### src/demppt_pkg.sv
// Package: payload types and constants for the differential evolution MPPT unit
`default_nettype none
package demppt_pkg;
    localparam int unsigned FracW = 17;
    localparam int unsigned PowW  = 32;
    localparam logic [FracW-1:0] OneQ16 = 17'h10000;

    localparam logic [2:0] CfgDutyBits  = 3'd0;
    localparam logic [2:0] CfgMutFactor = 3'd1;
    localparam logic [2:0] CfgCrossRate = 3'd2;
    localparam logic [2:0] CfgSpread    = 3'd3;
    localparam logic [2:0] CfgStartA    = 3'd4;
    localparam logic [2:0] CfgStartB    = 3'd5;
    localparam logic [2:0] CfgStartC    = 3'd6;

    localparam logic [1:0] TaskSend    = 2'd0;
    localparam logic [1:0] TaskCall    = 2'd1;
    localparam logic [1:0] TaskMeasure = 2'd2;

    typedef struct packed {
        logic        allowed;
        logic [31:0] power_mw;
        logic [2:0]  shuffle_code_a;
        logic [2:0]  shuffle_code_b;
        logic [2:0]  shuffle_code_c;
        logic [15:0] cross_draw_a;
        logic [15:0] cross_draw_b;
        logic [15:0] cross_draw_c;
    } in_item_t;

    typedef struct packed {
        logic        duty_update;
        logic [15:0] duty_value;
        logic [1:0]  task_next;
        logic        finished;
        logic        final_valid;
        logic [31:0] final_power_mw;
    } out_item_t;

    function automatic logic [FracW-1:0] sat_one(input logic [FracW-1:0] v);
        return (v > OneQ16) ? OneQ16 : v;
    endfunction
endpackage
`default_nettype wire

### src/differential_evolution_mppt_unit.sv
// Top level: differential evolution MPPT tracker with a shared multiplier sequencer
`default_nettype none
// One request is one tracker call. The block works on one request at a time.
// For the plain stages the result passes through the dispatch and output states.
// A duty stage sends its duty value through the shared 17x17 multiplier, and
// selection makes two passes over the three candidates, then one duty computation.
// The mutate stage runs the multiplier once per candidate. A finished result sits
// in its own register, so the block can take the next request while that result
// waits for m_ready. It then holds its own result until the register is free.
module differential_evolution_mppt_unit import demppt_pkg::*; (
    input  wire logic      aclk,
    input  wire logic      aresetn,
    input  wire logic      s_valid,
    output logic           s_ready,
    input  wire in_item_t  s_data,
    output logic           m_valid,
    input  wire logic      m_ready,
    output out_item_t      m_data,
    input  wire logic      cfg_valid,
    output logic           cfg_ready,
    input  wire logic [2:0]  cfg_index,
    input  wire logic [31:0] cfg_data
);
    typedef enum logic [3:0] {
        S_IDLE, S_DISPATCH, S_MUL, S_DUTY, S_MUT_PICK, S_MUT_MUL, S_MUT_APPLY,
        S_SEL, S_SEL_BEST, S_SPREAD, S_OUT
    } fsm_t;

    // tracker stages
    localparam logic [3:0] StgSetup      = 4'd0;
    localparam logic [3:0] StgSetDuty    = 4'd1;
    localparam logic [3:0] StgCheckPower = 4'd2;
    localparam logic [3:0] StgMutate     = 4'd3;
    localparam logic [3:0] StgSetTrial   = 4'd4;
    localparam logic [3:0] StgCheckTrial = 4'd5;
    localparam logic [3:0] StgSelect     = 4'd6;
    localparam logic [3:0] StgSpread     = 4'd7;
    localparam logic [3:0] StgFinal      = 4'd8;

    localparam out_item_t CallResult = '{duty_update: 1'b0, duty_value: '0,
                                         task_next: TaskCall, finished: 1'b0,
                                         final_valid: 1'b0, final_power_mw: '0};
    localparam out_item_t DoneResult = '{duty_update: 1'b0, duty_value: '0,
                                         task_next: TaskSend, finished: 1'b1,
                                         final_valid: 1'b0, final_power_mw: '0};

    logic [4:0]       duty_bits_reg;
    logic [FracW-1:0] mut_f_reg, cross_r_reg, start_a_reg, start_b_reg, start_c_reg;
    logic [31:0]      spread_reg;

    fsm_t             state_reg;
    logic [3:0]       stage_reg;
    logic [1:0]       cursor_reg;
    logic [FracW-1:0] pop_f_reg [3];
    logic [PowW-1:0]  pop_p_reg [3];
    logic [FracW-1:0] trial_f_reg [3];
    logic [PowW-1:0]  trial_p_reg [3];
    logic [FracW-1:0] best_f_reg;
    logic [PowW-1:0]  best_p_reg;
    in_item_t         in_reg;
    out_item_t        out_reg;
    out_item_t        res_reg;
    logic             m_valid_reg;
    logic [1:0]       k_reg;
    logic             improved_reg;
    logic [PowW-1:0]  lo_reg, hi_reg;
    logic [FracW-1:0] base_reg, mula_reg, mulb_reg;
    logic [33:0]      prod_reg;
    logic [15:0]      top_reg;

    assign s_ready   = (state_reg == S_IDLE);
    assign cfg_ready = 1'b1;
    assign m_valid   = m_valid_reg;
    assign m_data    = res_reg;

    // shared multiplier
    logic [33:0] prod_w;
    assign prod_w = 34'(mula_reg) * 34'(mulb_reg);

    logic [1:0] slot_w;
    assign slot_w = (cursor_reg > 2'd2) ? 2'd2 : cursor_reg;

    logic [4:0] bits_w;
    assign bits_w = (duty_bits_reg < 5'd2) ? 5'd2 :
                    ((duty_bits_reg > 5'd16) ? 5'd16 : duty_bits_reg);
    logic [15:0] top_w;
    assign top_w = 16'((17'd1 << bits_w) - 17'd1);

    logic [15:0] duty_w;
    always_comb begin
        if (mula_reg >= OneQ16)  duty_w = top_reg;
        else if (mula_reg == '0) duty_w = 16'd1;
        else                     duty_w = 16'd1 + prod_reg[31:16];
    end

    // mutation donor selection for candidate k_reg
    logic [2:0]  code_w;
    logic [1:0]  p_w [3];
    logic [1:0]  j_w, t_w;
    logic [15:0] draw_w;
    always_comb begin
        unique case (k_reg)
            2'd0:    begin code_w = in_reg.shuffle_code_a; draw_w = in_reg.cross_draw_a; end
            2'd1:    begin code_w = in_reg.shuffle_code_b; draw_w = in_reg.cross_draw_b; end
            default: begin code_w = in_reg.shuffle_code_c; draw_w = in_reg.cross_draw_c; end
        endcase
        p_w[0] = 2'd0; p_w[1] = 2'd1; p_w[2] = 2'd2;
        j_w = (code_w[2:1] > 2'd2) ? 2'd2 : code_w[2:1];
        t_w = p_w[2]; p_w[2] = p_w[j_w]; p_w[j_w] = t_w;
        j_w = {1'b0, code_w[0]};
        t_w = p_w[1]; p_w[1] = p_w[j_w]; p_w[j_w] = t_w;
    end
    logic [FracW-1:0] d1_w, d2_w, diff_w;
    assign d1_w   = pop_f_reg[p_w[1]];
    assign d2_w   = pop_f_reg[p_w[2]];
    assign diff_w = (d1_w > d2_w) ? d1_w - d2_w : d2_w - d1_w;

    logic [FracW-1:0] step_w;
    logic [18:0]      sum_w;
    logic [FracW-1:0] mut_w;
    logic [17:0]      d2x_w;
    logic             take_w;
    logic [FracW-1:0] cr_w;
    assign step_w = prod_reg[32:16];
    assign sum_w  = 19'(base_reg) + 19'(step_w);
    assign cr_w   = sat_one(cross_r_reg);
    assign d2x_w  = {draw_w, 1'b0} ;
    assign take_w = (d2x_w >= 18'(cr_w)) && (d2x_w <= 18'h20000 - 18'(cr_w));
    always_comb begin
        if (base_reg >= best_f_reg)
            mut_w = (step_w > base_reg) ? '0 : base_reg - step_w;
        else
            mut_w = (sum_w >= 19'(OneQ16)) ? OneQ16 : sum_w[FracW-1:0];
    end

    logic [FracW-1:0] duty_f_w;
    always_comb begin
        unique case (stage_reg)
            StgSetDuty:  duty_f_w = pop_f_reg[slot_w];
            StgSetTrial: duty_f_w = trial_f_reg[slot_w];
            default:     duty_f_w = best_f_reg;
        endcase
    end

    always_ff @(posedge aclk) begin
        if (!aresetn) begin
            duty_bits_reg <= 5'd10;
            mut_f_reg     <= 17'd52429;
            cross_r_reg   <= 17'd13107;
            spread_reg    <= 32'd5000;
            start_a_reg   <= 17'd19661;
            start_b_reg   <= 17'd39322;
            start_c_reg   <= 17'd58982;
            state_reg     <= S_IDLE;
            stage_reg     <= StgSetup;
            cursor_reg    <= '0;
            pop_f_reg[0]  <= 17'd19661;
            pop_f_reg[1]  <= 17'd39322;
            pop_f_reg[2]  <= 17'd58982;
            for (int i = 0; i < 3; i++) begin
                pop_p_reg[i]   <= '0;
                trial_f_reg[i] <= '0;
                trial_p_reg[i] <= '0;
            end
            best_f_reg   <= '0;
            best_p_reg   <= '0;
            m_valid_reg  <= 1'b0;
            k_reg        <= '0;
            improved_reg <= 1'b0;
        end else begin
            if (cfg_valid) begin
                unique case (cfg_index)
                    CfgDutyBits:  duty_bits_reg <= cfg_data[4:0];
                    CfgMutFactor: mut_f_reg     <= cfg_data[16:0];
                    CfgCrossRate: cross_r_reg   <= cfg_data[16:0];
                    CfgSpread:    spread_reg    <= cfg_data;
                    CfgStartA:    start_a_reg   <= cfg_data[16:0];
                    CfgStartB:    start_b_reg   <= cfg_data[16:0];
                    CfgStartC:    start_c_reg   <= cfg_data[16:0];
                    default: ;
                endcase
            end
            if (state_reg == S_OUT && (!m_valid_reg || m_ready)) m_valid_reg <= 1'b1;
            else if (m_valid_reg && m_ready)                      m_valid_reg <= 1'b0;
            prod_reg <= prod_w;
            unique case (state_reg)
                S_IDLE: begin
                    if (s_valid && s_ready) begin
                        in_reg    <= s_data;
                        state_reg <= S_DISPATCH;
                    end
                end
                S_DISPATCH: begin
                    state_reg <= S_OUT;
                    case (stage_reg)
                        StgSetup: begin
                            if (!in_reg.allowed) begin
                                out_reg <= DoneResult;
                            end else begin
                                out_reg <= CallResult;
                                pop_f_reg[0] <= sat_one(start_a_reg);
                                pop_f_reg[1] <= sat_one(start_b_reg);
                                pop_f_reg[2] <= sat_one(start_c_reg);
                                for (int i = 0; i < 3; i++) begin
                                    pop_p_reg[i]   <= '0;
                                    trial_f_reg[i] <= '0;
                                    trial_p_reg[i] <= '0;
                                end
                                cursor_reg <= '0;
                                best_f_reg <= '0;
                                best_p_reg <= '0;
                                stage_reg  <= StgSetDuty;
                            end
                        end
                        StgSetDuty, StgSetTrial: begin
                            out_reg   <= CallResult;
                            mula_reg  <= duty_f_w;
                            mulb_reg  <= 17'(top_w - 16'd1);
                            top_reg   <= top_w;
                            state_reg <= S_MUL;
                        end
                        StgCheckPower: begin
                            out_reg <= CallResult;
                            pop_p_reg[slot_w] <= in_reg.power_mw;
                            if (in_reg.power_mw > best_p_reg) begin
                                best_p_reg <= in_reg.power_mw;
                                best_f_reg <= pop_f_reg[slot_w];
                            end
                            cursor_reg <= (cursor_reg >= 2'd2) ? 2'd0 : cursor_reg + 2'd1;
                            stage_reg  <= (cursor_reg >= 2'd2) ? StgMutate : StgSetDuty;
                        end
                        StgMutate: begin
                            out_reg   <= CallResult;
                            k_reg     <= '0;
                            state_reg <= S_MUT_PICK;
                        end
                        StgCheckTrial: begin
                            out_reg <= CallResult;
                            trial_p_reg[slot_w] <= in_reg.power_mw;
                            cursor_reg <= (cursor_reg >= 2'd2) ? 2'd0 : cursor_reg + 2'd1;
                            stage_reg  <= (cursor_reg >= 2'd2) ? StgSelect : StgSetTrial;
                        end
                        StgSelect: begin
                            out_reg      <= CallResult;
                            k_reg        <= '0;
                            improved_reg <= 1'b0;
                            state_reg    <= S_SEL;
                        end
                        StgSpread: begin
                            out_reg   <= CallResult;
                            k_reg     <= 2'd1;
                            lo_reg    <= pop_p_reg[0];
                            hi_reg    <= pop_p_reg[0];
                            state_reg <= S_SPREAD;
                        end
                        StgFinal: begin
                            out_reg <= '{duty_update: 1'b0, duty_value: '0,
                                         task_next: TaskSend, finished: 1'b1,
                                         final_valid: 1'b1,
                                         final_power_mw: in_reg.power_mw};
                            stage_reg <= StgSetup;
                        end
                        default: begin
                            out_reg   <= CallResult;
                            stage_reg <= StgSetup;
                        end
                    endcase
                end
                S_MUL: state_reg <= S_DUTY;
                S_DUTY: begin
                    out_reg <= '{duty_update: 1'b1, duty_value: duty_w,
                                 task_next: (stage_reg == StgSetDuty ||
                                             stage_reg == StgSetTrial) ?
                                            TaskMeasure : out_reg.task_next,
                                 finished: 1'b0, final_valid: 1'b0, final_power_mw: '0};
                    if (stage_reg == StgSetDuty)       stage_reg <= StgCheckPower;
                    else if (stage_reg == StgSetTrial) stage_reg <= StgCheckTrial;
                    state_reg <= S_OUT;
                end
                S_MUT_PICK: begin
                    base_reg  <= pop_f_reg[p_w[0]];
                    mula_reg  <= sat_one(mut_f_reg);
                    mulb_reg  <= diff_w;
                    state_reg <= S_MUT_MUL;
                end
                S_MUT_MUL: state_reg <= S_MUT_APPLY;
                S_MUT_APPLY: begin
                    trial_f_reg[k_reg] <= take_w ? mut_w : pop_f_reg[k_reg];
                    if (k_reg == 2'd2) begin
                        stage_reg <= StgSetTrial;
                        state_reg <= S_OUT;
                    end else begin
                        k_reg     <= k_reg + 2'd1;
                        state_reg <= S_MUT_PICK;
                    end
                end
                S_SEL: begin
                    if (trial_p_reg[k_reg] > pop_p_reg[k_reg]) begin
                        pop_f_reg[k_reg] <= trial_f_reg[k_reg];
                        pop_p_reg[k_reg] <= trial_p_reg[k_reg];
                        improved_reg     <= 1'b1;
                    end
                    if (k_reg == 2'd2) begin
                        k_reg      <= '0;
                        best_p_reg <= '0;
                        state_reg  <= S_SEL_BEST;
                    end else k_reg <= k_reg + 2'd1;
                end
                S_SEL_BEST: begin
                    if (pop_p_reg[k_reg] > best_p_reg) begin
                        best_p_reg <= pop_p_reg[k_reg];
                        best_f_reg <= pop_f_reg[k_reg];
                    end
                    if (k_reg == 2'd2) begin
                        stage_reg <= improved_reg ? StgSpread : StgFinal;
                        out_reg.task_next <= improved_reg ? TaskCall : TaskMeasure;
                        state_reg <= S_MUL;
                        mula_reg  <= (pop_p_reg[2] > best_p_reg) ? pop_f_reg[2] : best_f_reg;
                        mulb_reg  <= 17'(top_w - 16'd1);
                        top_reg   <= top_w;
                    end else k_reg <= k_reg + 2'd1;
                end
                S_SPREAD: begin
                    if (pop_p_reg[k_reg] > hi_reg) hi_reg <= pop_p_reg[k_reg];
                    if (pop_p_reg[k_reg] < lo_reg) lo_reg <= pop_p_reg[k_reg];
                    if (k_reg == 2'd2) begin
                        state_reg <= S_OUT;
                        k_reg     <= '0;
                        if (((pop_p_reg[2] > hi_reg) ? pop_p_reg[2] : hi_reg) -
                            ((pop_p_reg[2] < lo_reg) ? pop_p_reg[2] : lo_reg) < spread_reg) begin
                            stage_reg <= StgFinal;
                            out_reg.task_next <= TaskMeasure;
                        end else stage_reg <= StgMutate;
                    end else k_reg <= k_reg + 2'd1;
                end
                S_OUT: begin
                    // wait here while the previous result still holds the register
                    if (!m_valid_reg || m_ready) begin
                        res_reg   <= out_reg;
                        state_reg <= S_IDLE;
                    end
                end
                default: state_reg <= S_IDLE;
            endcase
        end
    end
endmodule
`default_nettype wire
### config.mk
export PLATFORM = sky130hd
export DESIGN_NAME = differential_evolution_mppt_unit
export DESIGN_NICKNAME = d
export VERILOG_FILES = /design/src/demppt_pkg.sv /design/src/differential_evolution_mppt_unit.sv
export SDC_FILE = /design/constraint.sdc
export NUM_CORES = 2
export LEC_CHECK = 0
export BUFFER_PORTS_ARGS = -buffer_cell sky130_fd_sc_hd__buf_4
export CAP_MARGIN = 20
export CORE_MARGIN = 2
export CORE_UTILIZATION = 67
export CTS_CLUSTER_DIAMETER = 40
export CTS_CLUSTER_SIZE = 12
export DETAILED_ROUTE_END_ITERATION = 8
export PLACE_DENSITY_LB_ADDON = 0.3
export SLEW_MARGIN = 30
export SYNTH_ARGS = -nofsm -noshare
export SYNTH_HDL_FRONTEND = slang
export SYNTH_SLANG_ARGS = --single-unit
### constraint.sdc
create_clock -name aclk -period 21.2 [get_ports aclk]
set_clock_uncertainty 0.2 [all_clocks]
set_input_delay 4.24 -clock aclk [delete_from_list [all_inputs] [get_ports aclk]]
set_output_delay 4.24 -clock aclk [all_outputs]
set_load 0.01 [all_outputs]
## Word level (Yosys, flattened, before mapping)

Memories as Yosys holds them, arrays and structs flattened. A register that Yosys moved wholly into a read port is not among the register bits.
Index checks and enable logic that the tools add are counted.
W data, S select, Z words.

| cells by class | value |
|---|---|
| shifts and indexed selects | 1 |
| muxes and demuxes | 156 |
| $add $sub $neg | 11 |
| magnitude comparators | 30 |
| equality and inequality tests | 49 |
| multipliers | 1 |
| reduce and logical (&&, ||, !) cells | 59 |
| bitwise logic cells | 17 |

Operators with widths:

| operator | number |
|---|---|
| $mux W32 | 18 |
| $mux W17 | 26 |
| $gt A32 B32 Y1 | 6 |
| $pmux W32 S2 | 3 |
| $pmux W17 S2 | 4 |
| $pmux W53 S2 | 1 |
| $pmux W17 S3 | 2 |
| $lt A32 B32 Y1 | 3 |
| $pmux W32 S3 | 1 |
| $reduce_or A32 Y1 | 3 |
| $gt A17 B17 Y1 const B | 5 |
| $pmux W34 S2 | 1 |
| $mux W16 | 4 |
| $mux W2 | 32 |
| $pmux W16 S2 | 2 |
| $mux W4 | 14 |
| $sub A17 B17 Y17 | 3 |
| $pmux W4 S11 | 1 |
| $mux W35 | 1 |
| $ge A17 B17 Y1 | 2 |
| $gt A17 B17 Y1 | 2 |
| $reduce_or A17 Y1 | 2 |
| $mul A17 B17 Y33 | 1 |
| $eq A4 B3 Y1 const B | 8 |
| 67 further kinds | 179 |

| word-level totals | value |
|---|---|
| memories kept | 4 |
| output and inout bits | 56 |
| input bits | 130 |
| flip-flop bits (word level) | 528 |
| RAM bits | 294 |

Memories:

| name | words | bits a word | read ports | clocked after memory_dff | write ports | RTL line | source |
|---|---|---|---|---|---|---|---|
| pop_p_reg | 3 | 32 | 3 | 1 | 3 | differential_evolution_mppt_unit.sv:55 | `logic [PowW-1:0] pop_p_reg [3];` |
| trial_p_reg | 3 | 32 | 1 | 1 | 3 | differential_evolution_mppt_unit.sv:57 | `logic [PowW-1:0] trial_p_reg [3];` |
| pop_f_reg | 3 | 17 | 6 | 2 | 3 | differential_evolution_mppt_unit.sv:54 | `logic [FracW-1:0] pop_f_reg [3];` |
| trial_f_reg | 3 | 17 | 2 | 1 | 3 | differential_evolution_mppt_unit.sv:56 | `logic [FracW-1:0] trial_f_reg [3];` |

## Logic depth before layout (Yosys ltp)

An unclocked memory read counts as a cell.

| logic depth | value |
|---|---|
| word-level depth | 19 |
| mapped depth | 36 |
| depth with buffers taken out | 36 |

## Worst setup path after synthesis

No wires, ideal clock.

| timing | value |
|---|---|
| kind | in2reg |
| start point | input port aresetn |
| end point | memory trial_p_reg[0][0], enable pin |
| path buffers | 1 |
| arrival | 7.936 ns |
| library setup time | 0.511 ns |
| setup slack | 12.554 ns |
| required time | 20.489 ns |
| cell stages on the path | 3 |
| cell sequence | clkbuf_1 nand2_1 o41ai_1 |

RTL lines:

| item | RTL line | source |
|---|---|---|
| start, declared | differential_evolution_mppt_unit.sv:12 | `input wire logic aresetn,` |
| end, declared | differential_evolution_mppt_unit.sv:57 |  |

==> impl_metrics.toml <==
[synth]
syn_inst = 6039
yosysSeqAreaShare = 0.416
ys_ff_latch = 923
synthArstFlopShare = 0
synth_top_family_by_area = "adder cells"
ys.flop_type = "edfxtp_1"
synth_compound_area_frac = 0.123
ys_warn_count = 0
synth_enable_flop_cells = 736
synth_xor_xnor_area_share = 0.0144
syn_avg_cell_area_um2 = 10.3
synthAdderAreaFrac = 0.182
ys_types = 83
synth_area_um2 = 62200
synthSimpleGateAreaFrac = 0.145
yosys-mux-area-fraction = 0.0666

[routing]
drc = 0
drt_wl_total_um = 188000
drt_iter0_drc = 7435
antenna_left = 0
routed_via_density = 6.58
vias = 49378
post_drt_wl_per_cell_um = 25.0
drtPass1Iterations = 8

[worst_hold_path]
min_from = "out_reg[11]"
hold_path.class = "flop to flop"

[setup_path]
crit_start = "pop_p_reg[2][30]"
cp-start-kind = "flop"
cpMaxStageDelayCell = "o41ai_1"
critPathMaxFanout = 32
crit_family = "compound AO/OA/AOI/OAI gates"
critPathBufInv = 1
r2r_start = "pop_p_reg[2][30]"
worstPathArrival_ns = 8.18
max_stage_delay_ns = 0.58
worstSetupEndpointType = "flop"
cp.required_ns = 21.38
critPathKind = "flop to flop"
worst-r2r-setup-slack_ns = 13.20

[floorplan]
die_h_um = 309
die_area_um2 = 95300
rows = 111
ios = 186
core-area_um2 = 91800
start_util = 0.677
fp.dieW_um = 309

[final_layout]
most-common-layout-cells = "nand2_1 (846), edfxtp_1 (736), inv_1 (559)"
nets = 7056
mostFrequentLayoutCell = "nand2_1"
synthToLayoutAreaGrowth_pct = 11.4
fillerInstances = 6003
drive_gt1_frac = 0.103
finish.utilization = 0.755

[global_routing]
first_global_vias = 47565
antenna_found_initial = 5
grt-ovfl-total = 0
grt_first_pass_wirelength_um = 284000
grt_usage = 0.394
grt_start_max_net_pins = 107

[timing]
finalHoldViolations = 0
rsz0062_at_grt = "no"
min_period_ns = 8.00
tns_ns = 0
finalWorstSetupSlack_ns = 13.20
setup_viol = 0
holdWs_ns = 0.204
slew_headroom = 0.296
worst_pin_slew_ns = 1.05
clock.fmax_ghz = 0.125
timing.final.crit_share = 0.377
slew_violations = 0

[status]
status = "finished clean"

[flow_run]
cap_violations = 0

[place]
io_buffer_count = 184
post-place-ws_ns = 12.72
gp_congestion = 0.978
dp_hpwl_um = 136000

[clock_tree]
post_cts_resized = 0
clk_pin_slew_ns = 0.06
cts_tree = "yes"
h-tree-depth = 4
post_cts_buffers = 0
clkSinkCount = 923
clk_latency_ns = 0.74
numCtsBuffers = 133
hold_buffers = 0
cts-root-buf = "clkbuf_16"
clk_path_buf_depth = 3
==> synth_stat cells, types with 7 or more instances <==
cell | instances | area share
a211oi_1 | 36 | 0.0043
a21boi_0 | 81 | 0.0098
a21o_1 | 118 | 0.014
a21oi_1 | 278 | 0.022
a221o_1 | 35 | 0.0056
a221oi_1 | 7 | 0.00099
a22o_1 | 59 | 0.0083
a22oi_1 | 57 | 0.0069
a2bb2oi_1 | 28 | 0.0039
a31oi_1 | 20 | 0.0020
and2_1 | 139 | 0.014
and3_1 | 149 | 0.015
buf_1 | 24 | 0.0014
buf_2 | 20 | 0.0016
buf_6 | 9 | 0.0016
clkbuf_1 | 247 | 0.015
dfxtp_1 | 187 | 0.060
edfxtp_1 | 736 | 0.36
fa_1 | 226 | 0.073
ha_1 | 541 | 0.11
inv_1 | 559 | 0.034
mux2_2 | 19 | 0.0034
mux2i_1 | 172 | 0.028
mux4_2 | 98 | 0.035
nand2_1 | 848 | 0.051
nand2b_1 | 53 | 0.0053
nand3_1 | 126 | 0.010
nand4_1 | 86 | 0.0087
nor2_1 | 343 | 0.021
nor2b_1 | 76 | 0.0076
nor3_1 | 48 | 0.0039
nor4_1 | 33 | 0.0033
o2111ai_1 | 10 | 0.0014
o211ai_1 | 19 | 0.0023
o21a_1 | 47 | 0.0057
o21ai_0 | 256 | 0.021
o21bai_1 | 15 | 0.0018
o221ai_1 | 10 | 0.0014
o31ai_1 | 11 | 0.0013
o41ai_1 | 8 | 0.0011
xnor2_1 | 68 | 0.0096
xor2_1 | 34 | 0.0048
==> layout make-up <==
cell class / instances / area [µm²] / share of cell area
inverters: 562 / 2110 / 0.0305
multi-input cells: 4285 / 33300 / 0.481
clock buffers: 157 / 3610 / 0.0521
flip-flops and latches: 923 / 25900 / 0.373
well taps: 1243 / 1560 / 0.0224
repair buffers: 254 / 1980 / 0.0285
diodes: 3 / 7.51 / 0.000108
clock inverters: 77 / 872 / 0.0126
==> worst register-to-register path: cells and delay by family (launching register included) <==
family	cells	cell delay, ns
fa+ha+maj	3	0.93
compound gates	13	3.04
buf+inv	1	0.54
mux	1	0.29
flops	1	0.53
simple gates	11	1.98
xor+xnor	1	0.14
==> cell families after synthesis <==
logic type	count (synthesis)
buffers and inverters	867
adders and majority gates	767
and+or+nand+nor	1940
xor gates and xnor gates	102
other	2
AOI/OAI and AO/OA	1149
DFF	923
muxes	289
==> worst paths after layout <==
| path | cells after the start | end |
|---|---|---|
| max | 30 | out_reg[34] |
| min | 0 | m_data[11] |
| max reg2reg | 30 | out_reg[34] |
| min reg2reg | 0 | m_data[11] |
==> stage by stage <==
stage / instances / instance area, µm²
floorplan: 6075 / 62300
global route: 7501 / 69300
global placement: 7262 / 64700
finish: 7504 / 69300
CTS: 7501 / 69300
detailed placement: 7267 / 64800
==> routing by layer <==
layer  vias to the layer above  wire length, µm  global-route usage
li1                      21622                -                   -
met1                     23695            73700               0.567
met2                      3508            79700               0.572
met3                       549            27200               0.112
met4                         4             7330               0.142
met5                         -               30                   0
Power is not shown: default switching activity piles up to over one toggle a cycle in this logic, so the estimate is an artifact.
